## config.mk

```make
export PLATFORM = sky130hd
export DESIGN_NAME = sfx_ctrl
export DESIGN_NICKNAME = d
export VERILOG_FILES = /design/src/rtl/core/sfx_pkg.sv /design/src/rtl/core/sfx_ctrl.sv
export SDC_FILE = /design/constraint.sdc
export NUM_CORES = 1
export LEC_CHECK = 0
export BUFFER_PORTS_ARGS = -buffer_cell sky130_fd_sc_hd__buf_2
export CORE_AREA = 2 2 39 41
export CTS_BUF_LIST = sky130_fd_sc_hd__clkbuf_8
export CTS_CLUSTER_DIAMETER = 120
export DETAILED_ROUTE_END_ITERATION = 8
export DIE_AREA = 0 0 41 43
export GPL_TIMING_DRIVEN = 0
export PLACE_DENSITY = 0.67
export SETUP_SLACK_MARGIN = 0.5
export SYNTH_ARGS = -nofsm -noshare
export SYNTH_HDL_FRONTEND = slang
export SYNTH_SLANG_ARGS = --single-unit
```

## constraint.sdc

```tcl
create_clock -name clk_i -period 3.4 [get_ports clk_i]
set_input_delay 0.51 -clock clk_i [delete_from_list [all_inputs] [get_ports clk_i]]
set_output_delay 0.51 -clock clk_i [all_outputs]
set_load 0.02 [all_outputs]
```

## src/rtl/core/sfx_pkg.sv

```systemverilog
`default_nettype none
// ----------------------------------------------------------------------------
// sfx_pkg
// Shared types and constants of the sound-effect sample player: command codes,
// controller states, the controller/datapath command and status bundles.
// ----------------------------------------------------------------------------
package sfx_pkg;

  // Command codes carried on the input item
  typedef enum logic [1:0] {
    CMD_TICK  = 2'd0,
    CMD_START = 2'd1,
    CMD_WRITE = 2'd2
  } cmd_code_e;

  typedef enum logic [2:0] {
    ST_IDLE,
    ST_MOD,
    ST_WRITE,
    ST_START_ISSUE,
    ST_START_TIME,
    ST_TICK_ADV,
    ST_TICK_FETCH,
    ST_EMIT
  } state_e;

  // Address reduction: one compare-subtract per step, quotient below 256
  localparam int MOD_STEPS = 8;
  localparam int MOD_CNT_W = 3;

  localparam int TIME_W  = 42;
  localparam int PHASE_W = 24;

  localparam logic [15:0]        PERIOD_UNIT  = 16'd48000;
  localparam logic [PHASE_W-1:0] PHASE_STEP   = 24'd1000000;
  localparam logic [PHASE_W-1:0] PERIOD_RESET = 24'd6144000;  // rate byte 128
  localparam logic [7:0]         SILENCE_BYTE = 8'd128;
  localparam logic [15:0]        SAMPLE_MAX   = 16'h7FFF;
  localparam logic [15:0]        SAMPLE_MIN   = 16'h8000;

  typedef struct packed {
    logic load;         // latch the accepted item
    logic mod_step;     // one step of address reduction
    logic mem_write;    // store the data byte
    logic start_issue;  // begin an effect, read its first byte
    logic start_time;   // load remaining time
    logic tick_adv;     // mix, advance phase and time
    logic fetch;        // read the next byte
    logic emit;         // load the output register
  } dp_cmd_t;

  typedef struct packed {
    logic time_nz;
    logic prio;
    logic phase_gt;
    logic out_free;
  } dp_status_t;

endpackage
`default_nettype wire

```

## src/rtl/core/sfx_ctrl.sv

```systemverilog
`default_nettype none
// ----------------------------------------------------------------------------
// sfx_ctrl
// Sequencer of the player: decodes the accepted item and steps the datapath
// through address reduction, effect start, tick and output hand-off.
// ----------------------------------------------------------------------------
module sfx_ctrl
  import sfx_pkg::*;
(
  input  wire logic       clk_i,
  input  wire logic       rst_ni,
  input  wire logic       in_valid_i,
  input  wire logic [1:0] command_i,
  input  wire logic       high_priority_i,
  output logic            in_stall_o,
  input  wire dp_status_t status_i,
  output dp_cmd_t         cmd_o
);

  state_e                 state_q, state_d;
  cmd_code_e              op_q, op_d;
  logic [MOD_CNT_W-1:0]   cnt_q, cnt_d;
  logic                   accept;
  logic                   start_ignored;

  assign accept        = in_valid_i && (state_q == ST_IDLE);
  assign start_ignored = !high_priority_i && status_i.prio && status_i.time_nz;

  // Next state
  always_comb begin
    state_d = state_q;
    op_d    = op_q;
    cnt_d   = cnt_q;
    unique case (state_q)
      ST_IDLE: begin
        cnt_d = '0;
        if (accept) begin
          unique case (command_i)
            CMD_TICK: begin
              state_d = ST_TICK_ADV;
            end
            CMD_START: begin
              op_d = CMD_START;
              if (!start_ignored) begin
                state_d = ST_MOD;
              end
            end
            CMD_WRITE: begin
              op_d    = CMD_WRITE;
              state_d = ST_MOD;
            end
            default: begin
              state_d = ST_IDLE;
            end
          endcase
        end
      end
      ST_MOD: begin
        cnt_d = cnt_q + MOD_CNT_W'(1);
        if (cnt_q == MOD_CNT_W'(MOD_STEPS - 1)) begin
          state_d = (op_q == CMD_WRITE) ? ST_WRITE : ST_START_ISSUE;
        end
      end
      ST_WRITE:       state_d = ST_IDLE;
      ST_START_ISSUE: state_d = ST_START_TIME;
      ST_START_TIME:  state_d = ST_IDLE;
      ST_TICK_ADV:    state_d = ST_TICK_FETCH;
      ST_TICK_FETCH: begin
        if (!status_i.phase_gt) begin
          state_d = ST_EMIT;
        end
      end
      ST_EMIT: begin
        if (status_i.out_free) begin
          state_d = ST_IDLE;
        end
      end
      default: state_d = ST_IDLE;
    endcase
  end

  // Outputs
  always_comb begin
    cmd_o      = '0;
    in_stall_o = (state_q != ST_IDLE);
    unique case (state_q)
      ST_IDLE:        cmd_o.load        = accept;
      ST_MOD:         cmd_o.mod_step    = 1'b1;
      ST_WRITE:       cmd_o.mem_write   = 1'b1;
      ST_START_ISSUE: cmd_o.start_issue = 1'b1;
      ST_START_TIME:  cmd_o.start_time  = 1'b1;
      ST_TICK_ADV:    cmd_o.tick_adv    = 1'b1;
      ST_TICK_FETCH:  cmd_o.fetch       = status_i.phase_gt;
      ST_EMIT:        cmd_o.emit        = status_i.out_free;
      default:        cmd_o             = '0;
    endcase
  end

  always_ff @(posedge clk_i or negedge rst_ni) begin
    if (!rst_ni) begin
      state_q <= ST_IDLE;
      op_q    <= CMD_TICK;
      cnt_q   <= '0;
    end else begin
      state_q <= state_d;
      op_q    <= op_d;
      cnt_q   <= cnt_d;
    end
  end

  // Time load always follows the first-byte read of a start
  a_start_order: assert property (@(posedge clk_i) disable iff (!rst_ni)
    cmd_o.start_time |-> $past(cmd_o.start_issue))
    else $error("remaining time loaded without a start");

  // Address reduction runs exactly its step count before the memory access
  a_mod_len: assert property (@(posedge clk_i) disable iff (!rst_ni)
    (cmd_o.mem_write || cmd_o.start_issue) |->
      $past(cnt_q) == MOD_CNT_W'(MOD_STEPS - 1))
    else $error("memory access before address reduction finished");

  // One datapath command per cycle at most
  a_one_cmd: assert property (@(posedge clk_i) disable iff (!rst_ni)
    $onehot0(cmd_o))
    else $error("more than one datapath command at once");

endmodule
`default_nettype wire

```

==> metrics.cfg, run 1 <==
[run_status]
status=finished clean

[clock_tree]
numCtsBuffers=3
ctsLongestPathBuffers=2
cts_hold_buf=0
clock_sinks=8
htreeDepth=1
clk_pin_slew_ns=0.04
post_cts_resized=0
cts_setup_buffers=0
cts_tree=done
clock_latency_ns=0.23
clockRootBuffer=clkbuf_8

[sta]
grt_setup_unrepaired=false
min_period_over_period_pct=57.6
skew_ns=0.000470
slew_violations=0
final_hold_viol_count=0
tns_ns=0
fmax_mhz=511
slew_headroom_pct=75.2
worst_pin_slew_ns=0.372
fin_crit_ns=1.96
setup_viol=0

[yosys]
syn_area_sq_um=538
syn_inst=59
syn_avg_cell_area_sq_um=9.12
syn-num-nets=75
yosysSeqAreaShare_pct=37.2
synth_edf_count=0
async_reset_ff_share_pct=100
ys_warn_count=0
yosys_most_used_dff=dfrtp_1
yosysUniqueCellTypes=26
synth_seq_cells=8

[global_route]
grt_max_degree=11
grt_antenna_before_repair=0
grt_pass1_vias=464
grt_remaining_overflow=0
track_usage_pct=16.4
grt_pass1_wl_microns=1830

[placement]
gp_routability_congestion=0.687
dpl_cell_area_sq_um=648
dpl.hpwl_microns=821
numPortBuffers=18

[die]
die_x_microns=41
ioPinCount=19
rows=14
start_util_pct=38.9
coreArea_sq_um=1380
die_height_microns=43
die_area_sq_um=1760

[detailed_routing]
post_drt_wl_per_cell_microns=11.7
avgViaCountPerCell=5.16
remaining_drc_errors=0
drt_first_pass_iters=4
antenna_left=0
wl_microns=1120
vias=495
drt_iter0_drc=6

[setup_path]
reg2reg_from=state_q[2]
start_kind=flop
arrival_ns=1.45
worstSetupPathType=reg2out
worstSetupEndpointType=primary output
r2r_slack_ns=2.03
crit_fanout=10
reg2reg_to=op_q[1]
ff2ff_path_depth=3
cp.required_ns=2.89

[layout]
final_cell_mix=20 x buf_2, 8 x dfrtp_1, 6 x nand2_1, 6 x ha_1
drive_above_1_share_pct=32.5
insertedDiodeCount=0
area_delta_synth_final_pct=28.1
fill_cells=144
final_cell_area_sq_um=689
multi_input_area_sq_um=305
nets=98
layout_commonest_cell=buf_2
seqCellArea_sq_um=200

[run]
maxCapViolCount=0

[pwr]
irDropWorstVdd_mv=0.341
p_leak_nw=0.387
powerDensity_nw_per_um2=810

[hold_path]
hold_path_class=in2async

## layer usage
metal / vias up / track usage, % / part of all wire [%]
li1: 247 / - / -
met4: 0 / 16.0 / 4.0
met2: 14 / 26.3 / 52
met5: - / 0 / 0
met3: 4 / 3.14 / 3.7
met1: 230 / 15.9 / 41
## through the flow
stage	util [%]	power (mW)	hold slack [ns]	setup slack, ns	instances
after floorplan	-	0.371	0.214	1.72	59
final	49.8	0.559	0.116	1.44	96
after global placement	46.8	0.444	0.359	1.71	93
after CTS	49.8	0.564	0.120	1.44	96
after global routing	49.8	0.606	0.125	1.31	96
after detailed placement	46.8	0.447	0.362	1.69	93
## where the power goes
part / leakage, nW / switching [mW] / internal, mW
clock network: 0.0216 / 0.0379 / 0.0767
logic: 0.263 / 0.166 / 0.108
registers: 0.102 / 0.0348 / 0.135
total: 0.387 / 0.239 / 0.320
## how the worst max path moves through the flow
stage | startpoint | endpoint | slack [ns] | depth (start not counted)
final | state_q[2] | cmd_o[1] | 1.44 | 4
after global routing | state_q[2] | cmd_o[1] | 1.31 | 4
after CTS | state_q[2] | cmd_o[1] | 1.44 | 4
after detailed placement | state_q[2] | cmd_o[1] | 1.69 | 4
after global placement | state_q[2] | cmd_o[0] | 1.71 | 4
after floorplan | state_q[2] | cmd_o[4] | 1.72 | 2
## registers in the layout, summed over array words and instances, names as in the netlist
register  cells
state_q       3
cnt_q         3
op_q          2
## cells by family (layout without fill, tap and decap cells)
kind of cell             after synthesis  in the layout  share of synthesized area [%]
AO/OA/AOI/OAI                          9              9                           9.77
adder cells (fa/ha/maj)                6              6                           14.0
buffers and inverters                  8             29                           6.05
flip-flops                             8              8                           37.2
multiplexers                           2              2                           4.65
AND/OR/NAND/NOR                       26             26                           28.4
## critical path: stages, from the launching register on
cell and delay [ns]:
dfrtp_1 0.46, clkbuf_1 0.35, nand2_1 0.13, nor2_1 0.12
buf_2 0.16
## cells in the mapped netlist (2+ instances only)
cell type	instances	share of area, %
dfrtp_1	8	37
ha_1	6	14
nand2_1	6	4.2
inv_1	5	3.5
nor2_1	5	3.5
o21ai_0	4	3.7
nand3_1	3	2.8
a21oi_1	2	1.9
buf_2	2	1.9
nand4_1	2	2.3
## area by class of cell
cell class	instances	area share (%)
Buffer	3	2.00
Clock buffer	3	5.99
Inverter	5	2.72
Multi-Input combinational cell	43	44.3
Tap cell	16	2.90
Timing Repair Buffer	18	13.1
Sequential cell	8	29.0
(Power assumes the default switching activity.)
==> run 2: changes to the inputs <==
ABC_AREA = 1   (was unset)
PLACE_DENSITY = 0.73   (was 0.67)
clock period = 2.05 ns   (was 3.4 ns; I/O delays follow)
==> run 2 against run 1 <==
Sequential share of layout area decreased by 5.0 points. Combinational power increased by 140%. Final cell count increased by 32%. Sequential cell count unchanged. Routed wire length increased by 4.4%. Hold slack improved by 0.33 ns. Synthesized cell count increased by 42%. Clock skew increased by 0.0017 ns. First-iteration DRC count increased by 67%. Critical path type unchanged. Largest power group unchanged.
==> metrics.cfg, run 2 <==
[layout]
reg_top3=cnt_q: 3 flops, state_q: 3 flops, op_q: 2 flops
area_delta_synth_final_pct=34.6
drive_above_1_share_pct=32.4
nets=129
layout_commonest_cell=nand2_1
insertedDiodeCount=0
final_cell_area_sq_um=832
fin_cells=127
utilization_pct=60.1
final_cell_mix=21 x nand2_1, 16 x buf_2, 13 x inv_1

[die]
die_x_microns=41
die_height_microns=43
ioPinCount=19
rows=14
coreArea_sq_um=1380
die_area_sq_um=1760
start_util_pct=44.7

[yosys]
syn_area_sq_um=618
yosysSeqAreaShare_pct=32.4
synth_top_cell_area_share_pct=32.4
syn_avg_cell_area_sq_um=7.36
synth_edf_count=0
ys_top_cells_by_count=22 x nand2_1, 14 x inv_1, 10 x nand3_1, 8 x dfrtp_1, 7 x nor2_1
yosysMostFrequentCell=nand2_1
ys_warn_count=0
syn-num-nets=100
yosysUniqueCellTypes=18
yosys_most_used_dff=dfrtp_1
synth.area.top_cells=dfrtp_1 32%, nand2_1 13%, ha_1 12%
synth_seq_cells=8
async_reset_ff_share_pct=100
syn_inst=84
synth_top_area_cell=dfrtp_1

[setup_path]
slowest_delay_ns=0.36
critPathBufInv=2
worstSetupPathType=reg2out
worstSetupEndpointType=primary output
arrival_ns=1.22
crit_fanout=6
critPathTopFamily=flip-flops
start_kind=flop
cp.required_ns=1.74
critPathMostFrequentCell=buf_6
slowest_stage=dfrtp_1
cp_cell_sequence=buf_6 > nor2_8 > nand2_4 > nor2_4 > buf_6

[clock_tree]
clock_sinks=8
clk_pin_slew_ns=0.04
clockRootBuffer=clkbuf_8
ctsLongestPathBuffers=2
cts_tree=done
numCtsBuffers=3
clock_latency_ns=0.23
htreeDepth=1

[global_route]
grt_remaining_overflow=0
grt_pass1_wl_microns=1860
grt_max_degree=11
track_usage_pct=15.6
grt_antenna_before_repair=0
grt_pass1_vias=515

[detailed_routing]
vias=595
drt_first_pass_iters=3
drt_iter0_drc=10
antenna_left=0
remaining_drc_errors=0
avgViaCountPerCell=4.69
wl_microns=1170
post_drt_wl_per_cell_microns=9.24

[placement]
dp_cells=118
dpl_cell_area_sq_um=728
numPortBuffers=18
dpl.hpwl_microns=897
gp_routability_congestion=0.702

[sta]
worst_pin_slew_ns=0.171
slew_violations=0
fin_crit_ns=1.52
timing.hold.ws_ns=0.444
final_hold_viol_count=0
fmax_mhz=656
setup_viol=0
min_period_over_period_pct=74.4
skew_ns=0.00216
grt_setup_unrepaired=true
slew_headroom_pct=88.6
tns_ns=0

[hold_path]
hold_path_class=in2reg

[run_status]
status=finished clean

[pwr]
powerDensity_nw_per_um2=1330
p_leak_nw=0.515
irDropWorstVdd_mv=0.932

[run]
maxCapViolCount=0

[run 2: kinds of logic after synthesis]
logic type / share of synthesized area (%)
adders and majority gates: 12.1
and+or+nand+nor: 37.5
buffers and inverters: 14.0
AOI/OAI and AO/OA: 4.05
DFF: 32.4
[run 2: final cells by class]
cell class / instances / area [sq um]
fillers: 140 / 552
multi-input cells: 58 / 334
flip-flops and latches: 8 / 200
repair buffers: 24 / 146
inverters: 15 / 56.3
clock buffers: 3 / 41.3
plain buffers: 3 / 33.8
well taps: 16 / 20.0
[run 2: report_power, final]
group / leakage [nW] / internal [mW] / switching [mW]
Clock: 0.0216 / 0.127 / 0.0563
Combinational: 0.391 / 0.283 / 0.384
Sequential: 0.102 / 0.223 / 0.0316
Total: 0.515 / 0.632 / 0.472
[run 2: per-stage QoR]
stage               setup WS (ns)  total power [mW]
finish                      0.526              1.10
global route                0.479              1.20
CTS                         0.502              1.04
detailed placement          0.728             0.834
global placement            0.718             0.827
floorplan                   0.739             0.709
[run 2: final timing paths]
kind / cells past startpoint / endpoint / slack (ns) / from
setup reg to reg: 7 / state_q[0] / 0.85 / state_q[1]
max in group asynchronous: 2 / op_q[0] / 1.44 / rst_ni
hold / removal: 3 / op_q[0] / 0.44 / command_i[1]
min in group asynchronous: 2 / state_q[1] / 0.45 / rst_ni
hold reg to reg: 1 / cnt_q[0] / 0.47 / cnt_q[0]
setup / recovery: 5 / cmd_o[7] / 0.53 / state_q[1]
[run 2: tightest hold or removal path, cell delays in order]
cell and delay (ns):
buf_2 0.10, ha_1 0.16, o21ai_1 0.07
[run 2: repair_timing]
item	4_1_cts	5_1_grt
hold endpoints to repair	8	0
pin swaps	0	2
hold buffers	1	0
endpoints found under the setup margin	1	2
gates cloned	0	0
resized for setup	2	4
buffers inserted	0	5
[run 2: layer usage]
| metal | part of all wire, % | global-route usage (%) | vias to the layer above |
|---|---|---|---|
| li1 | - | - | 316 |
| met2 | 53 | 26.6 | 10 |
| met3 | 3.7 | 7.85 | 2 |
| met1 | 43 | 14.9 | 267 |
| met4 | 0.51 | 6.00 | 0 |
| met5 | 0 | 0 | - |
==> run 3: changes to the inputs <==
clock period = 1.5 ns   (was 2.05 ns; I/O delays follow)
==> run 3 against run 2 <==
Worst setup slack got worse by 0.42 ns. Sequential cell count unchanged. Register-to-register slack worse by 0.63 ns. Critical path type unchanged. Routed wire length rose by 30%. Highest routed layer unchanged. Clock power up 37%.
==> metrics.cfg, run 3 (synthesis results as in run 2) <==
[clock_tree]
ctsLongestPathBuffers=2
clock_sinks=8
clockRootBuffer=clkbuf_8
numCtsBuffers=3
cts_tree=done
htreeDepth=1
clock_latency_ns=0.23
clk_pin_slew_ns=0.04

[layout]
insertedDiodeCount=0
final_cell_mix=18 x nand2_1, 13 x buf_4, 10 x buf_6, 10 x inv_1, 10 x buf_2
final_cell_area_sq_um=1050
layout_commonest_cell=nand2_1
drive_above_1_share_pct=52.9
reg_top3=cnt_q: 3 flops, state_q: 3 flops, op_q: 2 flops
area_delta_synth_final_pct=69.4
fill_cells=103
nets=137

[global_route]
grt_pass1_wl_microns=2450
grt_pass1_vias=633
track_usage_pct=20.7
grt_antenna_before_repair=0
grt_max_degree=9
grt_remaining_overflow=0

[run_status]
status=finished clean

[placement]
gp_routability_congestion=0.731
numPortBuffers=18
dpl.hpwl_microns=961
dpl_cell_area_sq_um=787

[sta]
fin_crit_ns=1.40
min_period_over_period_pct=93.1
fmax_mhz=716
worst_pin_slew_ns=0.176
final_hold_viol_count=0
setup_viol=0
slew_headroom_pct=88.3
skew_ns=0.00248
tns_ns=0
grt_setup_unrepaired=true
slew_violations=0

[detailed_routing]
wl_microns=1530
avgViaCountPerCell=4.92
antenna_left=0
drt_first_pass_iters=4
post_drt_wl_per_cell_microns=11.3
vias=664
remaining_drc_errors=0
drt_iter0_drc=12

[die]
coreArea_sq_um=1380
start_util_pct=44.7
ioPinCount=19
die_area_sq_um=1760
die_height_microns=43
rows=14
die_x_microns=41

[pwr]
p_leak_nw=0.573
powerDensity_nw_per_um2=1890
irDropWorstVdd_mv=1.06

[setup_path]
cp.required_ns=1.27
cp_cell_sequence=buf_6 > nor2_8 > nand2_4 > nor2_4 > buf_6
start_kind=flop
slowest_stage=dfrtp_1
worstSetupEndpointType=primary output
crit_fanout=6
slowest_delay_ns=0.36
critPathMostFrequentCell=buf_6
arrival_ns=1.17
worstSetupPathType=reg2out

[hold_path]
hold_path_class=in2async

[run]
maxCapViolCount=0

-- run 3: final timing paths --
kind / startpoint / endpoint / slack (ns) / depth (start not counted)
setup / recovery: state_q[1] / cmd_o[7] / 0.10 / 5
hold / removal: rst_ni / state_q[2] / 0.36 / 2
setup reg to reg: state_q[1] / state_q[0] / 0.22 / 9
hold reg to reg: op_q[1] / op_q[1] / 0.47 / 2
max in group asynchronous: rst_ni / cnt_q[2] / 0.98 / 2
min in group clk_i: command_i[1] / op_q[0] / 0.40 / 3
-- run 3: where the power goes --
part / switching (mW) / internal, mW / leakage [nW]
combinational: 0.732 / 0.646 / 0.449
sequential: 0.0503 / 0.304 / 0.102
clock: 0.0773 / 0.173 / 0.0216
-- run 3: final cells by class --
class	instances	area [sq um]	area share, %
Sequential cell	8	200	19.1
Tap cell	16	20.0	1.91
Timing Repair Buffer	32	256	24.5
Multi-Input combinational cell	58	428	40.9
Clock buffer	3	41.3	3.94
Buffer	3	33.8	3.23
Inverter	15	67.6	6.45
-- run 3: worst max-delay path, delay by kind of cell, from the launching register on --
kind	cells	cell delay (ns)
buf+inv	2	0.26
flops	1	0.36
simple gates	3	0.32
-- run 3: stage by stage --
| stage | cells | setup WS [ns] | utilization [%] | total power [mW] | hold slack, ns |
|---|---|---|---|---|---|
| 2_1_floorplan | 84 | 0.306 | - | 1.07 | -0.0706 |
| 3_3_place_gp | 118 | 0.281 | 56.9 | 1.23 | 0.0695 |
| 3_5_place_dp | 118 | 0.270 | 56.9 | 1.25 | 0.0745 |
| 4_1_cts | 130 | 0.0998 | 69.8 | 1.75 | 0.369 |
| 5_1_grt | 135 | 0.0565 | 75.7 | 2.15 | 0.371 |
| 6_report | 135 | 0.104 | 75.7 | 1.98 | 0.360 |
-- run 3: timing repair --
item                                   4_1_cts  5_1_grt
resized for setup                           21        7
endpoints found under the hold margin        8        0
setup endpoints to repair                   17       17
buffers inserted                             8        5
pin swaps                                    7        5
hold buffers                                 1        0
-- run 3: per-layer routing --
| layer | GRT usage (%) | share of wire [%] | up-vias | wire length, microns |
|---|---|---|---|---|
| met2 | 35.9 | 56 | 18 | 850 |
| met4 | 6.00 | 0.85 | 0 | 13 |
| met5 | 0 | 0 | - | 0 |
| met3 | 6.28 | 4.5 | 2 | 68 |
| li1 | - | - | 335 | - |
| met1 | 22.7 | 39 | 309 | 592 |
